### src/hdl/bmp24_pkg.sv
// shared types, constants and byte helpers for the bmp stream encoder
`timescale 1ns / 1ps

package bmp24_pkg;

    localparam int COORD_BITS  = 16;
    localparam int CFG_W       = 16;
    // compare width: wide enough that counter + 1 never wraps
    localparam int CMP_W       = ((COORD_BITS > CFG_W) ? COORD_BITS : CFG_W) + 1;
    localparam int QUEUE_DEPTH = 4;
    localparam int QPTR_W      = $clog2(QUEUE_DEPTH);
    localparam int POS_W       = 6;
    localparam int SIZE_W      = 32;

    localparam logic [0:0] REG_WIDTH  = 1'b0;
    localparam logic [0:0] REG_HEIGHT = 1'b1;

    localparam logic [7:0] MAGIC_B       = 8'h42;
    localparam logic [7:0] MAGIC_M       = 8'h4D;
    localparam logic [7:0] PIXEL_OFFSET  = 8'd54;
    localparam logic [7:0] INFO_HDR_SIZE = 8'd40;
    localparam logic [7:0] BITS_PER_PIX  = 8'd24;
    localparam logic [7:0] PLANES        = 8'd1;

    // byte positions within one entry's burst
    localparam logic [POS_W-1:0] POS_BLUE  = 6'd54;
    localparam logic [POS_W-1:0] POS_GREEN = 6'd55;
    localparam logic [POS_W-1:0] POS_RED   = 6'd56;

    typedef struct packed {
        logic [CFG_W-1:0] width;
        logic [CFG_W-1:0] height;
    } img_cfg_t;

    typedef struct packed {
        logic [7:0] blue;
        logic [7:0] green;
        logic [7:0] red;
        logic       hdr;
        logic       img_end;
        logic [1:0] pad;
    } pix_entry_t;

    // (q * 255) >> 15 with saturation above 1.0
    function automatic logic [7:0] to_byte(input logic [15:0] q);
        logic [23:0] prod;
        prod = {q, 8'h00} - {8'h00, q};
        to_byte = prod[23] ? 8'hFF : prod[22:15];
    endfunction

    function automatic logic [7:0] hdr_byte(input logic [POS_W-1:0] pos,
                                            input img_cfg_t cfg,
                                            input logic [SIZE_W-1:0] size);
        logic [7:0] b;
        b = 8'h00;
        case (pos)
            6'd0:    b = MAGIC_B;
            6'd1:    b = MAGIC_M;
            6'd2:    b = size[7:0];
            6'd3:    b = size[15:8];
            6'd4:    b = size[23:16];
            6'd5:    b = size[31:24];
            6'd10:   b = PIXEL_OFFSET;
            6'd14:   b = INFO_HDR_SIZE;
            6'd18:   b = cfg.width[7:0];
            6'd19:   b = cfg.width[15:8];
            6'd22:   b = cfg.height[7:0];
            6'd23:   b = cfg.height[15:8];
            6'd26:   b = PLANES;
            6'd28:   b = BITS_PER_PIX;
            default: b = 8'h00;
        endcase
        hdr_byte = b;
    endfunction

endpackage

### src/hdl/bmp24_stream_encoder.sv
// top level: config registers, front end, pixel queue and byte sequencer
// after a pixel transfer, its first byte passes a queue slot and then the output byte register
// a pixel costs 3 bytes plus (width mod 4) pad bytes at a row end, plus 54 header
// bytes for the first pixel of an image; the back sequencer sends one byte a cycle
// while pixels are queued and bytes are popped; new pixels can queue up meanwhile
// reset: width and height 1, row and column counters zero, queue and output empty
`timescale 1ns / 1ps

module bmp24_stream_encoder
    import bmp24_pkg::*;
(
    input  logic        clk,
    input  logic        rst_n,
    input  logic        cfg_write,
    input  logic [0:0]  cfg_index,
    input  logic [15:0] cfg_data,
    input  logic        push,
    output logic        full,
    input  logic [15:0] red,
    input  logic [15:0] green,
    input  logic [15:0] blue,
    output logic        empty,
    input  logic        pop,
    output logic [7:0]  out_byte,
    output logic        last_of_pixel,
    output logic        end_of_image
);

    img_cfg_t   cfg_reg, cfg_next;
    logic       q_wr;
    logic       q_pop;
    logic       q_full;
    logic       q_empty;
    pix_entry_t q_wdata;
    pix_entry_t q_head;

    always_comb
    begin
        cfg_next = cfg_reg;
        if (cfg_write)
        begin
            case (cfg_index)
                REG_WIDTH:  cfg_next.width  = cfg_data;
                REG_HEIGHT: cfg_next.height = cfg_data;
                default:    cfg_next = cfg_reg;
            endcase
        end
    end

    always_ff @(posedge clk or negedge rst_n)
    begin
        if (!rst_n)
        begin
            cfg_reg.width  <= CFG_W'(1);
            cfg_reg.height <= CFG_W'(1);
        end
        else
        begin
            cfg_reg <= cfg_next;
        end
    end

    assign full = q_full;

    bmp24_front u_front
    (
        .clk    (clk),
        .rst_n  (rst_n),
        .cfg    (cfg_reg),
        .push   (push),
        .red    (red),
        .green  (green),
        .blue   (blue),
        .q_full (q_full),
        .q_wr   (q_wr),
        .q_data (q_wdata)
    );

    bmp24_queue u_queue
    (
        .clk     (clk),
        .rst_n   (rst_n),
        .wr_en   (q_wr),
        .wr_data (q_wdata),
        .rd_en   (q_pop),
        .rd_data (q_head),
        .full    (q_full),
        .empty   (q_empty)
    );

    bmp24_back u_back
    (
        .clk           (clk),
        .rst_n         (rst_n),
        .cfg           (cfg_reg),
        .q_empty       (q_empty),
        .q_head        (q_head),
        .q_pop         (q_pop),
        .out_byte      (out_byte),
        .last_of_pixel (last_of_pixel),
        .end_of_image  (end_of_image),
        .empty         (empty),
        .pop           (pop)
    );

endmodule

### src/hdl/bmp24_front.sv
// front end: takes pixels, converts channels and tracks row and image position
`timescale 1ns / 1ps

module bmp24_front
    import bmp24_pkg::*;
(
    input  logic       clk,
    input  logic       rst_n,
    input  img_cfg_t   cfg,
    input  logic       push,
    input  logic [15:0] red,
    input  logic [15:0] green,
    input  logic [15:0] blue,
    input  logic       q_full,
    output logic       q_wr,
    output pix_entry_t q_data
);

    logic [COORD_BITS-1:0] col_reg, col_next;
    logic [COORD_BITS-1:0] row_reg, row_next;
    logic                  row_end;
    logic                  img_end;

    assign q_wr = push && !q_full;

    always_comb
    begin
        row_end = (CMP_W'(col_reg) + CMP_W'(1)) >= CMP_W'(cfg.width);
        img_end = row_end && ((CMP_W'(row_reg) + CMP_W'(1)) >= CMP_W'(cfg.height));

        q_data.blue    = to_byte(blue);
        q_data.green   = to_byte(green);
        q_data.red     = to_byte(red);
        q_data.hdr     = (col_reg == '0) && (row_reg == '0);
        q_data.img_end = img_end;
        q_data.pad     = row_end ? cfg.width[1:0] : 2'b00;

        col_next = col_reg;
        row_next = row_reg;
        if (q_wr)
        begin
            if (row_end)
            begin
                col_next = '0;
                row_next = img_end ? '0 : row_reg + COORD_BITS'(1);
            end
            else
            begin
                col_next = col_reg + COORD_BITS'(1);
            end
        end
    end

    always_ff @(posedge clk or negedge rst_n)
    begin
        if (!rst_n)
        begin
            col_reg <= '0;
            row_reg <= '0;
        end
        else
        begin
            col_reg <= col_next;
            row_reg <= row_next;
        end
    end

endmodule

### src/hdl/bmp24_queue.sv
// short queue of classified pixels between front and back
`timescale 1ns / 1ps

module bmp24_queue
    import bmp24_pkg::*;
(
    input  logic       clk,
    input  logic       rst_n,
    input  logic       wr_en,
    input  pix_entry_t wr_data,
    input  logic       rd_en,
    output pix_entry_t rd_data,
    output logic       full,
    output logic       empty
);

    pix_entry_t          slot_reg [QUEUE_DEPTH];
    logic [QPTR_W-1:0]   wr_ptr_reg, wr_ptr_next;
    logic [QPTR_W-1:0]   rd_ptr_reg, rd_ptr_next;
    logic [QPTR_W:0]     count_reg, count_next;

    assign full    = (count_reg == (QPTR_W+1)'(QUEUE_DEPTH));
    assign empty   = (count_reg == '0);
    assign rd_data = slot_reg[rd_ptr_reg];

    always_comb
    begin
        wr_ptr_next = wr_en ? wr_ptr_reg + QPTR_W'(1) : wr_ptr_reg;
        rd_ptr_next = rd_en ? rd_ptr_reg + QPTR_W'(1) : rd_ptr_reg;
        count_next  = count_reg;
        if (wr_en && !rd_en)
            count_next = count_reg + (QPTR_W+1)'(1);
        else if (rd_en && !wr_en)
            count_next = count_reg - (QPTR_W+1)'(1);
    end

    always_ff @(posedge clk)
    begin
        if (wr_en)
            slot_reg[wr_ptr_reg] <= wr_data;
    end

    always_ff @(posedge clk or negedge rst_n)
    begin
        if (!rst_n)
        begin
            wr_ptr_reg <= '0;
            rd_ptr_reg <= '0;
            count_reg  <= '0;
        end
        else
        begin
            wr_ptr_reg <= wr_ptr_next;
            rd_ptr_reg <= rd_ptr_next;
            count_reg  <= count_next;
        end
    end

    a_no_overflow: assert property (@(posedge clk) disable iff (!rst_n)
        wr_en && full |-> rd_en)
        else $error("queue written while full");

endmodule

### src/hdl/bmp24_back.sv
// back end: byte sequencer for header, pixel bytes and row padding
`timescale 1ns / 1ps

module bmp24_back
    import bmp24_pkg::*;
(
    input  logic       clk,
    input  logic       rst_n,
    input  img_cfg_t   cfg,
    input  logic       q_empty,
    input  pix_entry_t q_head,
    output logic       q_pop,
    output logic [7:0] out_byte,
    output logic       last_of_pixel,
    output logic       end_of_image,
    output logic       empty,
    input  logic       pop
);

    logic [SIZE_W-1:0] prod_reg;
    logic [SIZE_W-1:0] size_reg;
    logic [17:0]       pad_rows;

    logic [POS_W-1:0]  pos_reg, pos_next;
    logic              started_reg, started_next;
    logic              out_valid_reg, out_valid_next;
    logic [7:0]        out_byte_reg;
    logic              lop_reg;
    logic              eoi_reg;

    logic [POS_W-1:0]  pos_eff;
    logic [POS_W-1:0]  last_pos;
    logic              is_last;
    logic              advance;
    logic              take;
    logic [7:0]        byte_sel;

    // file size follows the config registers, registered through prod_reg and then size_reg
    assign pad_rows = 18'(cfg.width[1:0]) * 18'(cfg.height);

    always_ff @(posedge clk)
    begin
        prod_reg <= SIZE_W'(cfg.width) * SIZE_W'(cfg.height);
        size_reg <= SIZE_W'(PIXEL_OFFSET) + (prod_reg << 1) + prod_reg
                    + SIZE_W'(pad_rows);
    end

    always_comb
    begin
        pos_eff  = started_reg ? pos_reg : (q_head.hdr ? '0 : POS_BLUE);
        last_pos = POS_RED + POS_W'(q_head.pad);
        is_last  = (pos_eff == last_pos);
        take     = pop && out_valid_reg;
        advance  = !q_empty && (!out_valid_reg || take);
        q_pop    = advance && is_last;

        if (pos_eff < POS_BLUE)
            byte_sel = hdr_byte(pos_eff, cfg, size_reg);
        else if (pos_eff == POS_BLUE)
            byte_sel = q_head.blue;
        else if (pos_eff == POS_GREEN)
            byte_sel = q_head.green;
        else if (pos_eff == POS_RED)
            byte_sel = q_head.red;
        else
            byte_sel = 8'h00;

        out_valid_next = advance ? 1'b1 : (take ? 1'b0 : out_valid_reg);
        started_next   = advance ? !is_last : started_reg;
        pos_next       = advance ? pos_eff + POS_W'(1) : pos_reg;
    end

    always_ff @(posedge clk)
    begin
        if (advance)
        begin
            out_byte_reg <= byte_sel;
            lop_reg      <= is_last;
            eoi_reg      <= is_last && q_head.img_end;
        end
    end

    always_ff @(posedge clk or negedge rst_n)
    begin
        if (!rst_n)
        begin
            pos_reg       <= '0;
            started_reg   <= 1'b0;
            out_valid_reg <= 1'b0;
        end
        else
        begin
            pos_reg       <= pos_next;
            started_reg   <= started_next;
            out_valid_reg <= out_valid_next;
        end
    end

    assign out_byte      = out_byte_reg;
    assign last_of_pixel = lop_reg;
    assign end_of_image  = eoi_reg;
    assign empty         = !out_valid_reg;

    a_eoi_is_last: assert property (@(posedge clk) disable iff (!rst_n)
        out_valid_reg && eoi_reg |-> lop_reg)
        else $error("end of image without end of pixel");

    a_entry_held: assert property (@(posedge clk) disable iff (!rst_n)
        started_reg |-> !q_empty)
        else $error("queue entry lost part way through its bytes");

    a_pos_bound: assert property (@(posedge clk) disable iff (!rst_n)
        !q_empty |-> pos_eff <= last_pos)
        else $error("byte position ran past the end of the entry");

endmodule
### config.mk
export PLATFORM = sky130hd
export DESIGN_NAME = bmp24_stream_encoder
export DESIGN_NICKNAME = d
export VERILOG_FILES = /design/src/hdl/bmp24_pkg.sv /design/src/hdl/bmp24_stream_encoder.sv /design/src/hdl/bmp24_front.sv /design/src/hdl/bmp24_queue.sv /design/src/hdl/bmp24_back.sv
export SDC_FILE = /design/constraint.sdc
export NUM_CORES = 1
export LEC_CHECK = 0
export BUFFER_PORTS_ARGS = -buffer_cell sky130_fd_sc_hd__clkbuf_2
export CAP_MARGIN = 20
export CORE_ASPECT_RATIO = 0.8
export CORE_UTILIZATION = 61
export CTS_CLUSTER_DIAMETER = 120
export DETAILED_ROUTE_END_ITERATION = 8
export PLACE_DENSITY = 0.79
export SLEW_MARGIN = 20
export SYNTH_ARGS = -nofsm -noshare
export SYNTH_HDL_FRONTEND = slang
export SYNTH_SLANG_ARGS = --single-unit
### constraint.sdc
create_clock -name clk -period 11.8 [get_ports clk]
set_clock_uncertainty 0.05 [all_clocks]
set_input_delay 1.18 -clock clk [delete_from_list [all_inputs] [get_ports clk]]
set_output_delay 1.18 -clock clk [all_outputs]
set_load 0.02 [all_outputs]
==> flow_summary.toml <==
[synth]
synth_ff_type = "edfxtp_1"
synth.avg_cell_area_sq_um = 9.98
yosysWarningCount = 0
synth_seq_area_share_pct = 29.5
syn_nets = 2900
synth_area_sq_mm = 0.0235
async_reset_ff_share_pct = 29.8
yosysUniqueCellTypes = 87
synth_edf_count = 122
yosys_register_bits = 265
synth_cells = 2355

[critical_path]
crit_family = "adder cells"
start_kind = "flip-flop"
critPathKind = "flip-flop to flip-flop"
crit_top_cell = "fa_1"
crit_chain = "inv_1, nor2_1, fa_1, inv_1, fa_1, fa_1, inv_1, fa_1, fa_1, inv_1, fa_1, inv_1, ha_1, a21o_1, and2_1, a2111oi_0, or2_1, a31o_2, nor3_1, o41a_1, xor2_1"
critPathRequiredTime_ps = 12220
arrival_ps = 7870
path_buf_inv = 5
crit_path_top_delay_cell = "a2111oi_0"
cp_slowest_stage_delay_ps = 710
critical_path.endpoint_type = "flip-flop"
path_max_fanout = 14

[layout]
fin_nets = 2936
largest_reg_flops = 112
drive_above_1_share_pct = 8.95
diodes = 0
syn2layout_area_growth_pct = 6.97

[clock_tree]
cts_setup_buffers = 0
post_cts_resized = 0
root_buffer = "clkbuf_16"
htreeDepth = 1
clk_pin_slew_ps = 60
tritoncts = "built"
holdBufCountCts = 0
clk_path_buf_depth = 3
insertion_delay_ps = 580
cts_buffers = 28
clkSinkCount = 265

[global_routing]
grt_pass1_wl_um = 97200
grtUsageMet3_pct = 5.71
use_met1_pct = 44.0
use_met2_pct = 51.3
busiest_layer = "met2"
antenna_found_initial = 0
overflow = 0
grt_max_degree = 80
grt_usage_pct = 31.7
grt_pass1_vias = 18093

[sta]
slew-limit-headroom_pct = 27.0
final.period_utilization_pct = 63.2
tns_ps = 0
worst_pin_slew_ps = 1090
finalSetupViolations = 0
fin_crit_ps = 7450
fmax_mhz = 134
rsz0062_at_grt = "false"
report.final.slew_viol_count = 0
hold_viol_final = 0

[outcome]
status = "finished clean"

[placed_design]
dp_hpwl_um = 46100
place_congestion = 0.954
port_buffers = 81

[detailed_routing]
drc = 0
ant_nets = 0
vias = 17666
wl_per_cell_um = 20.9
drtIter0Drc = 1541
viasPerCell = 6.09
wirelength_um = 60600
drt_pass1_iterations = 6

[die]
die_w_um = 221
rows = 63
fp.coreArea_sq_mm = 0.0375
die_area_sq_mm = 0.0393
dieHeight_um = 178
io_pins = 82
start_util_pct = 62.6

[run]
drv_cap = 0

[min_path]
hp-class = "flip-flop to flip-flop"
[worst register-to-register path, stage by stage (launching register included)]
cell and delay, ps:
dfrtp_1 590, inv_1 610, nor2_1 140, fa_1 560
inv_1 60, fa_1 490, fa_1 520, inv_1 50
fa_1 460, fa_1 550, inv_1 60, fa_1 530
inv_1 50, ha_1 350, a21o_1 210, and2_1 220
a2111oi_0 710, or2_1 270, a31o_2 240, nor3_1 120
o41a_1 390, xor2_1 140
[area by class of cell]
type / count / area [sq um]
Clock inverter: 17 / 115
Clock buffer: 35 / 747
Multi-Input combinational cell: 1655 / 14900
Tap cell: 487 / 609
Inverter: 349 / 1310
Timing Repair Buffer: 92 / 494
Fill cell: 2924 / 12400
Sequential cell: 265 / 6930
[per-stage QoR]
stage / instance area [sq um] / utilization (%) / setup WS, ps / instances / hold slack [ps]
2_1_floorplan: 23500 / - / 5600 / 2355 / 405
3_3_place_gp: 24300 / 64.7 / 4540 / 2848 / 419
3_5_place_dp: 24300 / 64.7 / 4460 / 2848 / 433
4_1_cts: 25100 / 67.0 / 4440 / 2900 / 453
5_1_grt: 25100 / 67.0 / 4280 / 2900 / 466
6_report: 25100 / 67.0 / 4350 / 2900 / 443
[logic make-up (layout without fill, tap and decap cells)]
logic type	after synthesis	after routing	synth area share, %
XOR/XNOR	100	100	3.73
multiplexers	50	50	3.72
buffers and inverters	435	493	7.02
adder cells (fa/ha/maj)	475	475	32.6
AND/OR/NAND/NOR	674	674	13.3
AO/OA/AOI/OAI	356	356	10.2
flip-flops	265	265	29.5
[synth_stat cells (56+ instances only)]
cell      count  area (sq um)
nand2_1     252           946
edfxtp_1    122          3660
xnor2_1      71           622
fa_1        227          4540
clkbuf_1     76           285
o21ai_0      56           280
inv_1       337          1260
dfxtp_1      64          1280
nand3_1      62           310
dfrtp_1      77          1930
a21oi_1      77           385
nor2_1      172           646
ha_1        248          3100
[cells in the final DEF, fill, tap and decap left out, drive strengths merged, types with 13 or more instances in the layout]
cell type  instances
inv              342
nand2            252
ha               248
fa               227
nor2             173
edfxtp           122
clkbuf           115
o21ai             93
a21oi             79
dfrtp             77
xnor2             71
dfxtp             64
nand3             63
a21o              36
and3              30
xor2              29
mux4              28
nor3              25
and2              23
nand2b            20
nor2b             20
nand4             19
mux2              19
clkinv            17
o21a              15
a211oi            14
a22o              13
nor4              13
[path summary, 6_finish.rpt]
check,cells after the start,slack (ps),endpoint,start
min,1,440,u_back.size_reg[0],u_back.prod_reg[0]
min in group asynchronous,1,620,u_front.col_reg[14],rst_n
max,21,4350,u_back.prod_reg[28],cfg_reg[6]
max reg2reg,21,4350,u_back.prod_reg[28],cfg_reg[6]
max in group asynchronous,1,10530,u_queue.rd_ptr_reg[0],rst_n
min reg2reg,1,440,u_back.size_reg[0],u_back.prod_reg[0]
[metal layers]
metal  up-vias  wire [um]  part of all wire [%]
li1       8024          -                     -
met1      8746      25700                    42
met2       752      27700                    46
met3       144       5300                   8.7
met4         0       1930                   3.2
met5         -          0                     0
Power is not shown: default switching activity piles up to over one toggle a cycle in this logic, so the estimate is an artifact.
